==> config.mk <==
export PLATFORM = sky130hd
export DESIGN_NAME = sorted_list_insert_remove
export DESIGN_NICKNAME = d
export VERILOG_FILES = /design/src/design/slri_pkg.sv /design/src/design/slri_cell.sv /design/src/design/sorted_list_insert_remove.sv
export SDC_FILE = /design/constraint.sdc
export NUM_CORES = 2
export LEC_CHECK = 0
export ABC_CLOCK_PERIOD_IN_PS = 6200
export BUFFER_PORTS_ARGS = -buffer_cell sky130_fd_sc_hd__buf_2
export CAP_MARGIN = 10
export CORE_MARGIN = 8
export CORE_UTILIZATION = 58
export CTS_CLUSTER_SIZE = 40
export DETAILED_ROUTE_END_ITERATION = 8
export GPL_ROUTABILITY_DRIVEN = 0
export PLACE_DENSITY = 0.75
export SETUP_SLACK_MARGIN = 0.02
export SLEW_MARGIN = 20
export SYNTH_ARGS = -nofsm -noshare
export SYNTH_HDL_FRONTEND = slang
export SYNTH_HIERARCHICAL = 1
export SYNTH_SLANG_ARGS = --single-unit
==> constraint.sdc <==
create_clock -name clock -period 6.2 [get_ports clock]
set_input_delay 0.31 -clock clock [delete_from_list [all_inputs] [get_ports clock]]
set_output_delay 0.31 -clock clock [all_outputs]
set_load 0.005 [all_outputs]
==> src/design/slri_pkg.sv <==
package slri_pkg;

   typedef enum logic [1:0] {
      ST_IDLE,
      ST_WORK,
      ST_RESULT
   } slri_state_type;

   // request kinds carried in req_tuser
   localparam logic [1:0] MODE_INSERT     = 2'd0;
   localparam logic [1:0] MODE_REMOVE_ONE = 2'd1;
   localparam logic [1:0] MODE_REMOVE_ALL = 2'd2;

   // result status carried in rsp_tuser
   localparam logic [1:0] STATUS_DONE      = 2'd0;
   localparam logic [1:0] STATUS_NOT_FOUND = 2'd1;
   localparam logic [1:0] STATUS_FULL      = 2'd2;

   localparam int COUNT_OUT_WIDTH = 5;
   localparam int DATA_OUT_WIDTH  = 32;

   // broadcast to every cell of the row
   typedef struct packed {
      logic ins;   // open a slot at the insert point, shift the tail up
      logic del;   // close the slot at the first equal entry, shift the tail down
   } slri_cmd_type;

endpackage

==> src/design/slri_cell.sv <==
module slri_cell #(
   parameter int VALUE_WIDTH = 32
) (
   input  logic                          clock,
   input  slri_pkg::slri_cmd_type        cmd,
   input  logic signed [VALUE_WIDTH-1:0] value,
   input  logic signed [VALUE_WIDTH-1:0] left_entry,
   input  logic signed [VALUE_WIDTH-1:0] right_entry,
   input  logic                          left_lt,
   input  logic                          occupied,
   output logic signed [VALUE_WIDTH-1:0] entry,
   output logic                          lt,
   output logic                          eq
);
   import slri_pkg::*;

   logic signed [VALUE_WIDTH-1:0] entry_ff;
   logic signed [VALUE_WIDTH-1:0] entry_in;

   assign lt    = occupied && (entry_ff < value);
   assign eq    = occupied && (entry_ff == value);
   assign entry = entry_ff;

   // cells below the insert or delete point keep their entry
   always_comb begin
      entry_in = entry_ff;
      if (cmd.ins && !lt) begin
         entry_in = left_lt ? value : left_entry;
      end else if (cmd.del && !lt) begin
         entry_in = right_entry;
      end
   end

   always_ff @(posedge clock) begin
      entry_ff <= entry_in;
   end

endmodule

==> src/design/sorted_list_insert_remove.sv <==
// Sorted multiset of signed values held in a row of compare-and-shift cells.
// Request channel req_*: req_tuser is the mode (insert, remove one equal
// entry, remove all equal entries), req_tdata the value. Every request gives
// one response beat on rsp_*: rsp_tuser is the status (done, not found, full),
// rsp_tdata the entry count after the request and the smallest entry (0 when
// the store is empty).
// Timing: a request is registered, then all cells compare against it and shift
// together in the work state, and the response register loads in the result
// state, where the next request may already be taken if the output is free.
// Remove-all takes one entry out per cycle through the same cell shift and
// stays in the work state until no equal entry is left.
// Reset (synchronous, active high) empties the store and drops any pending
// response; cell contents are not cleared, the entry count decides which
// cells are live.
// When the receiver stalls, one finished response waits in the output
// register while the next request is worked on; that request then holds in
// its result step until the output register frees up.
module sorted_list_insert_remove #(
   parameter int CAPACITY    = 16,
   parameter int VALUE_WIDTH = 32
) (
   input  logic        clock,
   input  logic        reset,
   input  logic        req_tvalid,
   output logic        req_tready,
   input  logic [31:0] req_tdata,   // value[31:0]
   input  logic [1:0]  req_tuser,   // mode[1:0]
   output logic        rsp_tvalid,
   input  logic        rsp_tready,
   output logic [39:0] rsp_tdata,   // entry_count[4:0], smallest[36:5], zero[39:37]
   output logic [1:0]  rsp_tuser    // status[1:0]
);
   import slri_pkg::*;

   localparam int CW = $clog2(CAPACITY + 1);
   localparam logic [CW-1:0] CAP = CW'(CAPACITY);

   slri_state_type state_ff, state_in;
   logic [1:0]                    mode_ff, mode_in;
   logic signed [VALUE_WIDTH-1:0] value_ff, value_in;
   logic [CW-1:0]                 count_ff, count_in;
   logic                          removed_ff, removed_in;
   logic [1:0]                    status_ff, status_in;
   logic                          rsp_valid_ff, rsp_valid_in;
   logic [1:0]                    rsp_status_ff, rsp_status_in;
   logic [COUNT_OUT_WIDTH-1:0]    rsp_count_ff, rsp_count_in;
   logic [DATA_OUT_WIDTH-1:0]     rsp_small_ff, rsp_small_in;

   slri_cmd_type cmd;
   logic signed [VALUE_WIDTH-1:0] cell_entry [CAPACITY];
   logic [CAPACITY-1:0]           cell_lt;
   logic [CAPACITY-1:0]           cell_eq;
   logic [CAPACITY-1:0]           cell_occ;
   logic                          found;
   logic                          out_free;
   logic                          req_accept;
   logic signed [31:0]            req_value_s;

   assign req_value_s = signed'(req_tdata);
   assign found       = |cell_eq;
   assign out_free    = !rsp_valid_ff || rsp_tready;
   assign req_tready  = (state_ff == ST_IDLE) || ((state_ff == ST_RESULT) && out_free);
   assign req_accept  = req_tvalid && req_tready;

   genvar gi;
   generate
      for (gi = 0; gi < CAPACITY; gi++) begin : g_cell
         logic signed [VALUE_WIDTH-1:0] left_entry;
         logic signed [VALUE_WIDTH-1:0] right_entry;
         logic                          left_lt;

         assign cell_occ[gi] = CW'(gi) < count_ff;

         if (gi == 0) begin : g_first
            // nothing on the left: the insert point can be no lower
            assign left_entry = value_ff;
            assign left_lt    = 1'b1;
         end else begin : g_mid
            assign left_entry = cell_entry[gi-1];
            assign left_lt    = cell_lt[gi-1];
         end

         if (gi == CAPACITY - 1) begin : g_last
            assign right_entry = value_ff;
         end else begin : g_notlast
            assign right_entry = cell_entry[gi+1];
         end

         slri_cell #(
            .VALUE_WIDTH(VALUE_WIDTH)
         ) u_cell (
            .clock      (clock),
            .cmd        (cmd),
            .value      (value_ff),
            .left_entry (left_entry),
            .right_entry(right_entry),
            .left_lt    (left_lt),
            .occupied   (cell_occ[gi]),
            .entry      (cell_entry[gi]),
            .lt         (cell_lt[gi]),
            .eq         (cell_eq[gi])
         );
      end
   endgenerate

   always_comb begin
      state_in      = state_ff;
      mode_in       = mode_ff;
      value_in      = value_ff;
      count_in      = count_ff;
      removed_in    = removed_ff;
      status_in     = status_ff;
      rsp_valid_in  = rsp_valid_ff && !rsp_tready;
      rsp_status_in = rsp_status_ff;
      rsp_count_in  = rsp_count_ff;
      rsp_small_in  = rsp_small_ff;
      cmd           = '0;

      case (state_ff)
         ST_IDLE: begin
            if (req_accept) begin
               state_in = ST_WORK;
            end
         end
         ST_WORK: begin
            case (mode_ff)
               MODE_INSERT: begin
                  if (count_ff == CAP) begin
                     status_in = STATUS_FULL;
                  end else begin
                     cmd.ins   = 1'b1;
                     count_in  = count_ff + 1'b1;
                     status_in = STATUS_DONE;
                  end
                  state_in = ST_RESULT;
               end
               MODE_REMOVE_ONE: begin
                  if (found) begin
                     cmd.del   = 1'b1;
                     count_in  = count_ff - 1'b1;
                     status_in = STATUS_DONE;
                  end else begin
                     status_in = STATUS_NOT_FOUND;
                  end
                  state_in = ST_RESULT;
               end
               MODE_REMOVE_ALL: begin
                  // one equal entry leaves per cycle until none is left
                  if (found) begin
                     cmd.del    = 1'b1;
                     count_in   = count_ff - 1'b1;
                     removed_in = 1'b1;
                  end else begin
                     status_in = removed_ff ? STATUS_DONE : STATUS_NOT_FOUND;
                     state_in  = ST_RESULT;
                  end
               end
               default: begin
                  status_in = STATUS_DONE;
                  state_in  = ST_RESULT;
               end
            endcase
         end
         ST_RESULT: begin
            if (out_free) begin
               rsp_valid_in  = 1'b1;
               rsp_status_in = status_ff;
               rsp_count_in  = COUNT_OUT_WIDTH'(count_ff);
               rsp_small_in  = (count_ff != '0) ? DATA_OUT_WIDTH'(cell_entry[0]) : '0;
               state_in      = req_accept ? ST_WORK : ST_IDLE;
            end
         end
         default: begin
            state_in = ST_IDLE;
         end
      endcase

      if (req_accept) begin
         mode_in    = req_tuser;
         value_in   = VALUE_WIDTH'(req_value_s);
         removed_in = 1'b0;
      end
   end

   always_ff @(posedge clock) begin
      if (reset) begin
         state_ff     <= ST_IDLE;
         count_ff     <= '0;
         removed_ff   <= 1'b0;
         rsp_valid_ff <= 1'b0;
      end else begin
         state_ff     <= state_in;
         count_ff     <= count_in;
         removed_ff   <= removed_in;
         rsp_valid_ff <= rsp_valid_in;
      end
   end

   always_ff @(posedge clock) begin
      mode_ff       <= mode_in;
      value_ff      <= value_in;
      status_ff     <= status_in;
      rsp_status_ff <= rsp_status_in;
      rsp_count_ff  <= rsp_count_in;
      rsp_small_ff  <= rsp_small_in;
   end

   assign rsp_tvalid = rsp_valid_ff;
   assign rsp_tuser  = rsp_status_ff;
   assign rsp_tdata  = {3'b000, rsp_small_ff, rsp_count_ff};

endmodule

==> run summary <==
========================================================================================
Outcome                                                                        completed
Kind of path behind the tightest hold check                                 primary input to flip-flop
Kind of start point of the critical path                                       flip-flop
Number of DRC violations after detailed routing                                        0
DR WL/cell                                                                       20.8 um
Layout filler cell count                                                            5969
Average vias per placed instance                                                    5.87
Syn Std Cell Area                                                            44800 sq um
Critical path data required time                                                 6.51 ns
Arrival @ worst endpoint                                                         5.59 ns
Number of search-and-repair iterations in the first detailed-routing pass              5
Number of diodes                                                                       0
Clock insertion delay at the later pin of the skew report                        0.62 ns
Async set or reset register ratio after synthesis                                     0%
Die Height                                                                        294 um
Leading register cell type out of synthesis                                     edfxtp_1
CP cell instances                                                           inv_1 > ha_1 > nand4_1 > nor4_1 > nand2_1 > nor2_1 > nor4_1 > nand4_1 > and3_1 > nor2_1 > nor2_4 > buf_4
Routed met2 length                                                              52600 um
Slowest stage cell on the critical path                                         edfxtp_1
Number of cells on the worst hold path                                                 2
Summed negative setup slack over all endpoints                                      0 ns
Count of flip-flops with a built-in enable after synthesis                           587
Mean instance size in the synthesized netlist                                 11.6 sq um
Buffers and inverters on the worst path                                                2
Number of standard cells in the final layout excluding fillers                      5095
Number of buffer cells added on primary ports                                         78
Leakage power                                                                    20.3 nW
Wire length of the first global-routing pass                                   168000 um
Ratio of total power to cell area                                            200 nW/um^2
Number of antenna violations at the first check in global routing                      1
Path depth of the worst reg2reg path                                                  12
Detailed placer's ending HPWL                                                   80000 um
Initial Util                                                                       58.2%
TritonCTS Sinks                                                                      596
Number of max-cap violations                                                           0
IO Pins                                                                               82
Maximum number of pins on one net before global-route repair                          40
Synth warnings                                                                         6
Hold Buf Count CTS                                                                    36
Max VDD drop                                                                    0.182 mV
Clock Skew                                                                     0.0244 ns
Largest fanout of any net on the critical path                                        34
Final Setup Violations                                                                 0
Total die area                                                               86400 sq um
Fin worst setup slack                                                           0.918 ns
Total placed cells including tap cells                                              4920
Leftover overflow at the end of global routing                                         0
Inserted Clock Buffers                                                                72
Critical path class                                                         flip-flop to flip-flop
Buffer cell driving the clock tree root                                        clkbuf_16
WL final                                                                       106000 um
GRT Resource Usage Total                                                           24.1%
Number of nets at the end of the flow                                               4559
Synth Instances                                                                     3847
CP delay by family, top                                                     simple AND/OR/NAND/NOR gates
Period utilisation layout                                                          85.2%
Non-Filler Cell Area, Final                                                  49200 sq um
Reg-to-reg setup timing slack                                                    0.92 ns
Number of synthesized register bits                                                  596
CTS tree                                                                            done
Max-slew violation total from the final report                                         0
Clock Pin Slew Worst Setup and Hold Paths                                        0.06 ns
Placed cell area                                                             46400 sq um
Achievable clock frequency                                                       189 MHz
Slew @ Worst Pin                                                                 1.13 ns
Worst slew slack as a fraction of its limit                                        24.5%
Core Rows                                                                            102
Core box area                                                                77000 sq um
Layout cells sized above 1                                                         33.7%
Unique masters post-synth                                                             54
Horiz. Die Dim                                                                    294 um
Setup slack at placement                                                        0.990 ns
Maximum buffer depth of the clock tree                                                 3
Number of global-route vias before repair                                          30900
Highest cell delay on the worst timing path                                      1.09 ns
Unrepaired setup endpoints after global routing                                       no
# resized after CTS                                                                    0
Number of hold violations in the final report                                          0
Wire length on met1                                                             45200 um
CTS H-Tree Depth                                                                       3
Remaining antenna violation count after routing                                        0
Share of the yosys chip area belonging to registers                                39.8%
Highest metal layer with signal wires                                               met5
Final Critical Period                                                            5.28 ns
Count of cell instances traversed by the critical path                                12
Vias                                                                               29900
Violation count after the first detailed-routing iteration                          1839
Kind of capture point of the worst setup path                                  flip-flop
P&R area growth vs syn                                                             9.84%
Post-CTS setup buffer count                                                            0
Routed length on met3                                                            4380 um
========================================================================================
[layout make-up]
| class | count | area (sq um) | area share [%] |
|---|---|---|---|
| timing repair buffer | 204 | 1600 | 3.25 |
| clock buffer | 100 | 2060 | 4.19 |
| sequential | 596 | 17800 | 36.2 |
| clock inverter | 28 | 161 | 0.328 |
| multi-input combinational | 2589 | 24200 | 49.3 |
| tap | 1040 | 1300 | 2.65 |
| inverter | 538 | 2020 | 4.11 |
[synthesized netlist by cell type (all sizes together) (2+ instances only)]
cell type	n	area share, %
nand4	81	1.1
buf	58	1.4
nand2	186	1.6
o21ai	100	1.1
o211ai	33	1.1
a22oi	16	0.27
ha	520	15
and3	18	0.25
o21bai	2	0.034
mux2	1028	26
edfxtp	587	39
a221o	16	0.36
nor4	36	0.52
nand3	35	0.40
nor2	107	0.90
nand3b	18	0.30
or3	16	0.40
inv	538	4.5
nand2b	6	0.084
dfxtp	9	0.40
clkbuf	68	0.57
conb	2	0.017
nor3	2	0.034
a21o	17	0.28
nor2b	54	0.75
a31oi	17	0.46
a21oi	245	2.7
a21bo	16	0.36
[cells by family (layout without fill, tap and decap cells)]
| kind of cell | count (synthesis) | count (layout) | synth area share, % |
|---|---|---|---|
| other | 2 | 4 | 0.0168 |
| DFF | 596 | 596 | 39.8 |
| muxes | 1029 | 1029 | 25.9 |
| buffers and inverters | 664 | 870 | 6.45 |
| and+or+nand+nor | 565 | 565 | 6.46 |
| adders and majority gates | 520 | 520 | 14.5 |
| AOI/OAI and AO/OA | 471 | 471 | 6.90 |
[registers in the layout (all words and copies together) (netlist names)]
name and flops:
count_ff 5, g_cell.left_entry 32, g_cell.u_cell/entry 512, mode_ff 2, removed_ff 1, rsp_count_ff 5, rsp_small_ff 32, rsp_tuser 2
rsp_tvalid 1, state_ff 2, status_ff 2
[cells in the final DEF (no fill, tap or decap), drive strengths merged, types with 36 or more instances in the layout]
| master | netlist | final |
|---|---|---|
| a21oi | 245 | 245 |
| buf | 58 | 168 |
| clkbuf | 68 | 100 |
| dlygate4sd3 | 0 | 36 |
| edfxtp | 587 | 587 |
| ha | 520 | 520 |
| inv | 538 | 540 |
| mux2 | 1028 | 1028 |
| nand2 | 186 | 186 |
| nand4 | 81 | 81 |
| nor2 | 107 | 107 |
| nor2b | 54 | 54 |
| nor4 | 36 | 36 |
| o21ai | 100 | 100 |
[stage by stage]
step           hold WS, ns  util, %  power (mW)
2_1_floorplan        0.400        -        5.50
3_3_place_gp         0.411     60.2        5.78
3_5_place_dp         0.421     60.3        5.82
4_1_cts             0.0432     63.6        9.91
5_1_grt              0.106     63.9        10.2
6_report            0.0885     63.9        9.84
[routing by layer]
layer	vias to the layer above	global-route usage, %
li1	14400	-
met1	14500	30.5
met2	747	42.1
met3	205	2.90
met4	2	8.80
met5	-	0
[report_power, final]
| part | internal, mW | switching, mW | leakage [nW] |
|---|---|---|---|
| combinational | 0.532 | 0.624 | 13.8 |
| sequential | 4.51 | 0.128 | 5.42 |
| clock | 2.36 | 1.69 | 1.10 |
[path summary, 6_finish.rpt]
path / end / start
worst min register to register: rsp_tuser[1] / status_ff[1]
worst min-delay path: state_ff[0] / reset
worst max register to register: g_cell[14].u_cell/entry[24] / g_cell[0].left_entry[27]
worst max-delay path: g_cell[14].u_cell/entry[24] / g_cell[0].left_entry[27]
No activity file was read; power rests on OpenSTA's default activity.
